### src/rtl/mct_ram.sv
// Generic single-port-write, single-port-read RAM with registered read data.
module mct_ram #(
    parameter int WIDTH = 32,
    parameter int DEPTH = 9
) (
    input  logic                                          i_clk,
    input  logic                                          i_we,
    input  logic [((DEPTH > 1) ? $clog2(DEPTH) : 1)-1:0] i_waddr,
    input  logic [WIDTH-1:0]                              i_wdata,
    input  logic                                          i_re,
    input  logic [((DEPTH > 1) ? $clog2(DEPTH) : 1)-1:0] i_raddr,
    output logic [WIDTH-1:0]                              o_rdata
);

    logic [WIDTH-1:0] r_mem [DEPTH];
    logic [WIDTH-1:0] r_rdata;

    always_ff @(posedge i_clk) begin
        if (i_we) begin
            r_mem[i_waddr] <= i_wdata;
        end
        if (i_re) begin
            r_rdata <= r_mem[i_raddr];
        end
    end

    assign o_rdata = r_rdata;

endmodule

### config.mk
export PLATFORM = sky130hd
export DESIGN_NAME = mct_ram
export DESIGN_NICKNAME = d
export VERILOG_FILES = /design/src/rtl/mct_ram.sv
export SDC_FILE = /design/constraint.sdc
export NUM_CORES = 1
export LEC_CHECK = 0
export BUFFER_PORTS_ARGS = -buffer_cell sky130_fd_sc_hd__buf_2
export CELL_PAD_IN_SITES_DETAIL_PLACEMENT = 0
export CELL_PAD_IN_SITES_GLOBAL_PLACEMENT = 1
export CORE_MARGIN = 2
export CORE_UTILIZATION = 50
export CTS_CLUSTER_DIAMETER = 50
export DETAILED_ROUTE_END_ITERATION = 16
export PLACE_DENSITY_LB_ADDON = 0.1
export SKIP_LAST_GASP = 1
export SYNTH_ARGS = -nofsm -noshare
export SYNTH_HDL_FRONTEND = slang
export SYNTH_SLANG_ARGS = --single-unit
### constraint.sdc
create_clock -name i_clk -period 6.1 [get_ports i_clk]
set_input_delay 0.305 -clock i_clk [delete_from_list [all_inputs] [get_ports i_clk]]
set_output_delay 0.305 -clock i_clk [all_outputs]
set_load 0.005 [all_outputs]
Yosys cells after proc, flatten, opt, wreduce, memory -nomap -nowiden. Memories as Yosys holds them, arrays and structs flattened. A register that Yosys moved wholly into a read port is not among the register bits. Index checks and enable logic that the tools add are counted.

Output and inout bits: 32. RAM bits: 288. Bits in registers: 0. Input port bits: 43. Word-level logic and storage cells: 3. Memories kept: 1.

Mux-type cells: 2.

Memories: r_mem (words 9, bits a word 32, rd ports 1, clocked after Yosys merged registers in 1, write ports 1, line 15) `logic [WIDTH-1:0] r_mem [DEPTH];`.

Operator list (count): two-way mux 1 bit (2).

Logic depth before layout (Yosys ltp). Gate-level depths: netlist of the first run.

Word-level depth: 2. Depth in mapped cells: 5. Mapped depth without buffers: 3.

Worst setup path before layout of the first run. OpenSTA, ideal clock, no wires.

Path kind: input to register. Start point: input i_waddr[1] in the netlist's numbering. End point: memory r_mem[8][0] (enable). Path buffers: 0. Path slack: 2.077 ns. Cell stages on the path: 1. Arrival: 3.518 ns. Cell sequence: nor4_1.

RTL lines: start, declared (line 8) `input logic [((DEPTH > 1) ? $clog2(DEPTH) : 1)-1:0] i_waddr,`; end, declared (line 15).

No word-level cell before the write port.

==> results of run 1 <==
## area by class of cell
cell class / instances / area, µm² / share of cell area
flip-flops and latches: 320 / 9609 / 0.6833
well taps: 324 / 405.4 / 0.02883
multi-input cells: 275 / 2486 / 0.1768
diodes: 1 / 2.502 / 0.0001780
clock inverters: 20 / 151.4 / 0.01077
repair buffers: 86 / 466.7 / 0.03319
clock buffers: 41 / 940.9 / 0.06691
## worst max-delay path, cell delays in order
cell and delay, ns:
buf_6 0.74, buf_4 0.56, mux2_2 0.39, o22ai_1 0.18, o31ai_1 0.10
## routing by layer
layer / up-vias / global-route usage / wire length (µm)
met3: 39 / 0.03900 / 1517
li1: 2716 / - / -
met1: 3030 / 0.2493 / 10110
met5: - / 0 / 16
met2: 158 / 0.3280 / 12020
met4: 2 / 0.04996 / 430
## placed cells by master (no fill, tap or decap), types with 2 or more instances in the layout
cell type  instances
bufinv_16          2
clkbuf_1           4
clkinv_1           7
clkbuf_16         37
edfxtp_1         320
clkinv_2           8
o31ai_2           22
nor2_4             7
mux2i_1           64
nor3_2             2
nand2_1           35
buf_4             12
buf_2             73
a22o_1            32
o31ai_1           10
nand2b_1           2
mux2_2            63
o22ai_1           32
## final timing paths
kind	from	to	slack, ns	cells after the start
setup / recovery	i_raddr[0]	o_rdata[5]	3.89	5
setup reg to reg	r_mem[4][7]	o_rdata[7]	4.89	3
hold / removal	i_wdata[16]	r_mem[1][16]	0.08	1
hold reg to reg	r_mem[8][9]	o_rdata[9]	0.53	2
## registers in the layout, indices dropped and copies added, names as in the netlist
register and cells:
r_mem 288, o_rdata 32
## through the flow
step	setup WS (ns)	std cells	total power, mW	instance area, µm²	hold slack, ns
3_3_place_gp	3.466	1005	2.762	12970	0.5058
3_5_place_dp	3.372	1005	2.773	12970	0.5162
5_1_grt	3.786	1066	4.853	14060	0.07778
6_report	3.892	1067	4.693	14060	0.08476
2_1_floorplan	2.077	629	2.673	12220	0.4039
4_1_cts	3.923	1066	4.747	14060	0.06531
## power breakdown
| part | switching, mW | total, mW | internal (mW) | leakage (nW) |
|---|---|---|---|---|
| clock | 0.786 | 1.97 | 1.19 | 0.540 |
| combinational | 0.138 | 0.227 | 0.0889 | 1.36 |
| sequential | 0.0135 | 2.49 | 2.48 | 2.92 |
| total | 0.937 | 4.69 | 3.76 | 4.81 |
## cells by family after synthesis
kind of cell	synth area share
buffers and inverters	0.01629
multiplexers	0.1114
AO/OA/AOI/OAI	0.06801
flip-flops	0.7866
AND/OR/NAND/NOR	0.01762
==> qor.yml, run 1 <==
grt_setup_unrepaired: "false"
track_usage: 0.1903
async_reset_ff_frac: 0
overflow: 0
worst_pin_slew_ns: 1.111
die_y_um: 160.3
cts.sink_count: 320
worstSetupStartpointType: "input pin"
antenna_found_initial: 2
vdd_ir_drop_max_v: 0.0002452
relSlewSlack: 0.2593
routed_wl_um: 24100
power.density_nw_per_um2: 333.7
synth_most_common_cell: "edfxtp_1"
die_area_um2: 25700
hold_buffers: 0
yosysSeqAreaShare: 0.7866
core_um2: 24180
synth_fp_nets: 672
wire_per_inst_um: 22.59
drtIter0Drc: 373
syn-mean-instance-area_um2: 19.42
hold_violations: 0
cts_setup_buffers: 0
synth_largest_area_cell: "edfxtp_1"
synth_top_flop_cell: "edfxtp_1"
ant_nets: 0
ctsResizeCount: 0
ys_types: 19
portBuffers: 74
utilization: 0.5816
synth.top_cells.by_count: "edfxtp_1 (320), mux2i_1 (64), mux2_2 (63)"
synth_edf_count: 320
max_freq_mhz: 452.9
fillers: 1801
drive_gt1_frac: 0.3154
grt_max_degree: 101
initial_core_util: 0.5053
finalSetupTns_ns: 0
syn_inst: 629
num_rows: 57
vias: 5945
setup_viol_count_final: 0
first_pass_iters: 4
nNetsFinal: 761
crit_type: "in2reg"
vias_per_cell: 5.572
dp_hpwl_um: 11560
fin_skew_ns: 0.008407
drv_slew: 0
fin_crit_sh: 0.3620
first_global_vias: 6269
cts_max_level: 2
cts_made_buffers: 35
min_path_type: "in2reg"
ios: 75
cts.path.max_buffers: 3
crit_path_end_kind: "register"
clkTransAtPathRegs_ns: 0.06
cp.required_ns: 6.31
status: "completed"
grt_pass1_wl_um: 36430
ys_seq_elements: 320
gp_congestion: 0.6979
synth_top_area_frac: 0.7866
cts_tree: "yes"
crit_path_max_fanout: 100
syn_to_final_growth_pct: 15.12
arrival_ns: 2.42
post-route-drc-count: 0
fp.dieW_um: 160.3
yosys-top-cells-area: "edfxtp_1 (79%), mux2_2 (5.8%), mux2i_1 (5.2%)"
syn_area_um2: 12220
drv_cap: 0
clock_latency_ns: 0.50
cts-root-buf: "clkbuf_16"
leakage_nw: 4.813
yosys_warnings: 0
period_needed_ns: 2.208
No activity file was read; power rests on OpenSTA's default activity.
==> run 2: changes to the inputs <==
==> constraint.sdc (replaced) <==
create_clock -name i_clk -period 2.15 [get_ports i_clk]
set_input_delay 0.1075 -clock i_clk [delete_from_list [all_inputs] [get_ports i_clk]]
set_output_delay 0.1075 -clock i_clk [all_outputs]
set_load 0.005 [all_outputs]
==> run 2 against run 1 <==
Effect of this change: clock power rose to 2.7 times the previous value; setup slack worse by 2.9 ns; sequential share of layout area down 2.4 points; via count up 1.9%; total power rose to 2.8 times the previous value; non-clock buffer count up 49; routed wire length down 1.4%.
==> qor.yml, run 2 (synthesized netlist as in run 1, its figures left out) <==
combPwrFrac: 0.056
routed_wl_um: 23760
crit_path_end_kind: "register"
drv_slew: 0
rr_startpoint: "r_mem[6][19]"
total_power_mw: 13.10
fin_skew_ns: 0.007754
grt_setup_unrepaired: "false"
cp.required_ns: 2.39
nNetsFinal: 809
wire_per_inst_um: 21.35
antenna_found_initial: 1
regMostFlops: "r_mem"
final_cell_mix: "edfxtp_1 (320), buf_2 (73), mux2i_1 (64)"
worst_pin_slew_ns: 0.6822
drv_cap: 0
finalSetupTns_ns: 0
cts.sink_count: 320
min_from: "i_waddr[2]"
syn_to_final_growth_pct: 19.36
pre_cts_ws_ns: 0.5082
hold_violations: 0
hold_slack_ns: 0.1614
setup_viol_count_final: 0
p_sw_mw: 2.644
cts_made_buffers: 34
fin_crit_sh: 0.5606
stdcell_count: 1113
cts_max_level: 2
min_path_type: "in2reg"
ios: 75
rr_endpoint: "o_rdata[19]"
drtIter0Drc: 383
cts_setup_buffers: 0
vias_per_cell: 5.444
final_area_um2: 14580
cts-root-buf: "clkbuf_16"
min_to: "r_mem[8][3]"
drive_gt1_frac: 0.3071
dp_hpwl_um: 12960
num_rows: 57
first_pass_iters: 4
multi_input_area_um2: 2505
pwr-share-clk: 0.404
post-route-drc-count: 0
fp.dieW_um: 160.3
crit_path_start: "r_mem[6][19]"
grt_max_degree: 65
grt_pass1_wl_um: 36420
layout_commonest_cell: "edfxtp_1"
clock_latency_ns: 0.50
power_frac_seq: 0.540
gp_congestion: 0.7021
clkTransAtPathRegs_ns: 0.06
period_needed_ns: 1.205
internal-power_mw: 10.46
arrival_ns: 1.45
place_area_um2: 13240
min_path_cells: 3
crit_path_max_fanout: 1
swShare: 0.2018
utilization: 0.6031
status: "completed"
reg2reg_depth: 3
vias: 6059
dp_cells: 1022
die_y_um: 160.3
r2r_slack_ns: 0.94
fin_ws_ns: 0.9447
max_freq_mhz: 829.7
portBuffers: 74
power.density_nw_per_um2: 898.7
cts.path.max_buffers: 3
leakage_nw: 5.030
first_global_vias: 6301
core_um2: 24180
relSlewSlack: 0.5452
worstSetupStartpointType: "register"
overflow: 0
track_usage: 0.1870
die_area_um2: 25700
crit_type: "reg2reg"
cts_tree: "yes"
fillers: 1796
ant_nets: 0
largest_reg_flops: 288
regArea_um2: 9609
vdd_ir_drop_max_v: 0.0006425
initial_core_util: 0.5053
run 2: worst max-delay path by stage:
stage | to | depth (start not counted)
floorplan | r_mem[3][0] | 2
global placement | o_rdata[23] | 5
detailed placement | o_rdata[25] | 5
CTS | o_rdata[1] | 1
global route | o_rdata[7] | 3
finish | o_rdata[19] | 3
run 2: cell type report:
| cell class | instances | share of cell area |
|---|---|---|
| diodes | 1 | 0.0001716 |
| clock buffers | 43 | 0.06213 |
| clock inverters | 15 | 0.007723 |
| multi-input cells | 275 | 0.1718 |
| repair buffers | 135 | 0.07131 |
| well taps | 324 | 0.02780 |
| flip-flops and latches | 320 | 0.6591 |
run 2: layer usage:
layer | vias up | GRT usage | part of all wire
li1 | 2816 | - | -
met1 | 3070 | 0.2559 | 0.45
met2 | 144 | 0.3162 | 0.49
met3 | 29 | 0.03280 | 0.046
met4 | 0 | 0.04586 | 0.015
met5 | - | 0 | 0
run 2: timing repair:
action | 4_1_cts | 5_1_grt
resized for setup | 0 | 0
hold buffers | 32 | 0
hold endpoints to repair | 288 | 0
run 2: power by group through the flow:
stage / Clock, mW / Combinational, mW / Sequential (mW)
after global routing: 5.66 / 0.798 / 7.08
after CTS: 5.42 / 0.746 / 7.07
after detailed placement: 0 / 0.696 / 7.20
after global placement: 0 / 0.681 / 7.20
final: 5.29 / 0.735 / 7.07
after floorplan: 0 / 0.379 / 7.21
run 2: worst max-delay path, stage by stage, from the launching register on:
cell      delay [ns]
edfxtp_1        0.39
mux2_2          0.28
o22ai_1         0.19
o31ai_2         0.10
==> run 3: changes to the inputs <==
--- a/config.mk
+++ b/config.mk
@@ -9,7 +9,7 @@
 export CELL_PAD_IN_SITES_DETAIL_PLACEMENT = 0
 export CELL_PAD_IN_SITES_GLOBAL_PLACEMENT = 1
 export CORE_MARGIN = 2
-export CORE_UTILIZATION = 50
+export CORE_UTILIZATION = 47
 export CTS_CLUSTER_DIAMETER = 50
 export DETAILED_ROUTE_END_ITERATION = 16
 export PLACE_DENSITY_LB_ADDON = 0.1
==> constraint.sdc (replaced) <==
create_clock -name i_clk -period 1 [get_ports i_clk]
set_input_delay 0.05 -clock i_clk [delete_from_list [all_inputs] [get_ports i_clk]]
set_output_delay 0.05 -clock i_clk [all_outputs]
set_load 0.005 [all_outputs]
==> run 3 against run 2 <==
Effect of this change: the run now ends with negative setup slack left; first-iteration DRC count is 37% higher; clock power is 130% higher; setup slack worse by 1.1 ns; flip-flop and latch count stayed put; critical path depth is 2 lower; hold slack worse by 0.12 ns; via count is 2.7% higher; combinational power grew to 2.6 times the previous value; die area is 6.2% higher; count of clock-buffer cells in the layout is 1 lower; register-to-register slack worse by 1.1 ns.
==> qor.yml, run 3 (synthesized netlist as in run 1, its figures left out) <==
status: "finished, violations left"
violations: "negative setup slack"
fin_crit_sh: 1.161
relSlewSlack: 0.8286
vias_per_cell: 5.418
crit_family: "flip-flops"
fillers: 1889
cts_made_buffers: 35
cp_slowest_cell: "edfxtp_1"
initial_core_util: 0.4741
layout_commonest_cell: "edfxtp_1"
cts_setup_buffers: 0
cts.sink_count: 320
min_path_type: "in2reg"
fin_skew_ns: 0.01728
crit_path_end_kind: "output pin"
drv_slew: 0
overflow: 0
gp_congestion: 0.7295
regMostFlops: "r_mem"
num_rows: 59
clkTransAtPathRegs_ns: 0.06
die_y_um: 165.2
final_cell_mix: "edfxtp_1 (320), buf_2 (73), mux2i_1 (64)"
power.density_nw_per_um2: 1880
vias: 6225
min_path_cells: 2
nNetsFinal: 831
crit_type: "reg2out"
wire_per_inst_um: 21.54
grt_max_degree: 37
crit_path_max_fanout: 1
cp_num_cells: 1
cts.path.max_buffers: 3
max_freq_mhz: 861.6
portBuffers: 74
grt_pass1_wl_um: 37850
first_pass_iters: 4
drive_gt1_frac: 0.3759
hold_violations: 0
leakage_nw: 5.475
antenna_found_initial: 0
reg2reg_depth: 3
insertedDiodeCount: 0
cp_num_buf_inv: 1
period_needed_ns: 1.161
cts_max_level: 2
cts_tree: "yes"
grt_setup_unrepaired: "true"
cts-root-buf: "clkbuf_16"
syn_to_final_growth_pct: 27.07
setup_viol_count_final: 64
arrival_ns: 1.11
clock_latency_ns: 0.51
slowest_delay_ns: 0.44
first_global_vias: 6499
ant_nets: 0
worst_pin_slew_ns: 0.2551
fin_ws_ns: -0.1607
core_um2: 25760
fp.dieW_um: 165.2
die_area_um2: 27300
crit_chain: "buf_2"
ios: 75
post-route-drc-count: 0
worstSetupStartpointType: "register"
finalSetupTns_ns: -5.384
cp.required_ns: 0.95
track_usage: 0.1870
routed_wl_um: 24760
vdd_ir_drop_max_v: 0.001839
dp_hpwl_um: 14920
drv_cap: 0
utilization: 0.6025
hold_slack_ns: 0.04183
drtIter0Drc: 523
largest_reg_flops: 288
-- run 3: worst paths after layout --
kind | slack, ns | from | to
setup reg to reg | -0.15 | r_mem[6][16] | o_rdata[16]
hold / removal | 0.04 | i_re | o_rdata[12]
setup / recovery | -0.16 | o_rdata[4] | o_rdata[4]
hold reg to reg | 0.53 | r_mem[8][7] | o_rdata[7]
-- run 3: power by group --
part / internal, mW / total [mW] / switching (mW) / leakage (nW)
Sequential: 15.1 / 15.2 / 0.0801 / 2.92
Combinational: 0.919 / 1.93 / 1.01 / 2.03
Clock: 7.02 / 12.0 / 5.02 / 0.530
Total: 23.1 / 29.2 / 6.11 / 5.47
-- run 3: stage by stage --
stage,instance area (µm²),instances,setup slack (ns),total power [mW]
finish,15520,1149,-0.1607,29.18
global route,15520,1149,-0.1952,30.22
CTS,15460,1149,-0.1585,29.47
detailed placement,13970,1055,-0.4373,17.27
global placement,13970,1055,-0.4205,17.22
floorplan,12630,629,-0.7592,16.46
-- run 3: cell type report --
| cell class | instances | area (µm²) | area share |
|---|---|---|---|
| Clock buffer | 42 | 902.1 | 0.05812 |
| Clock inverter | 21 | 180.2 | 0.01161 |
| Tap cell | 335 | 419.2 | 0.02700 |
| Sequential cell | 320 | 9609 | 0.6191 |
| Timing Repair Buffer | 156 | 1485 | 0.09568 |
| Multi-Input combinational cell | 275 | 2927 | 0.1885 |
-- run 3: metal layers --
layer  vias up  GRT usage  part of all wire
li1       2881          -                 -
met1      3173     0.2641              0.45
met2       139     0.3025              0.48
met3        32    0.03521             0.049
met4         0    0.04625             0.017
met5         -          0                 0
-- run 3: what timing repair did --
item,4_1_cts,5_1_grt
pin swaps,11,6
hold buffers,32,0
hold endpoints to repair,288,0
endpoints found under the setup margin,64,64
resized for setup,14,11
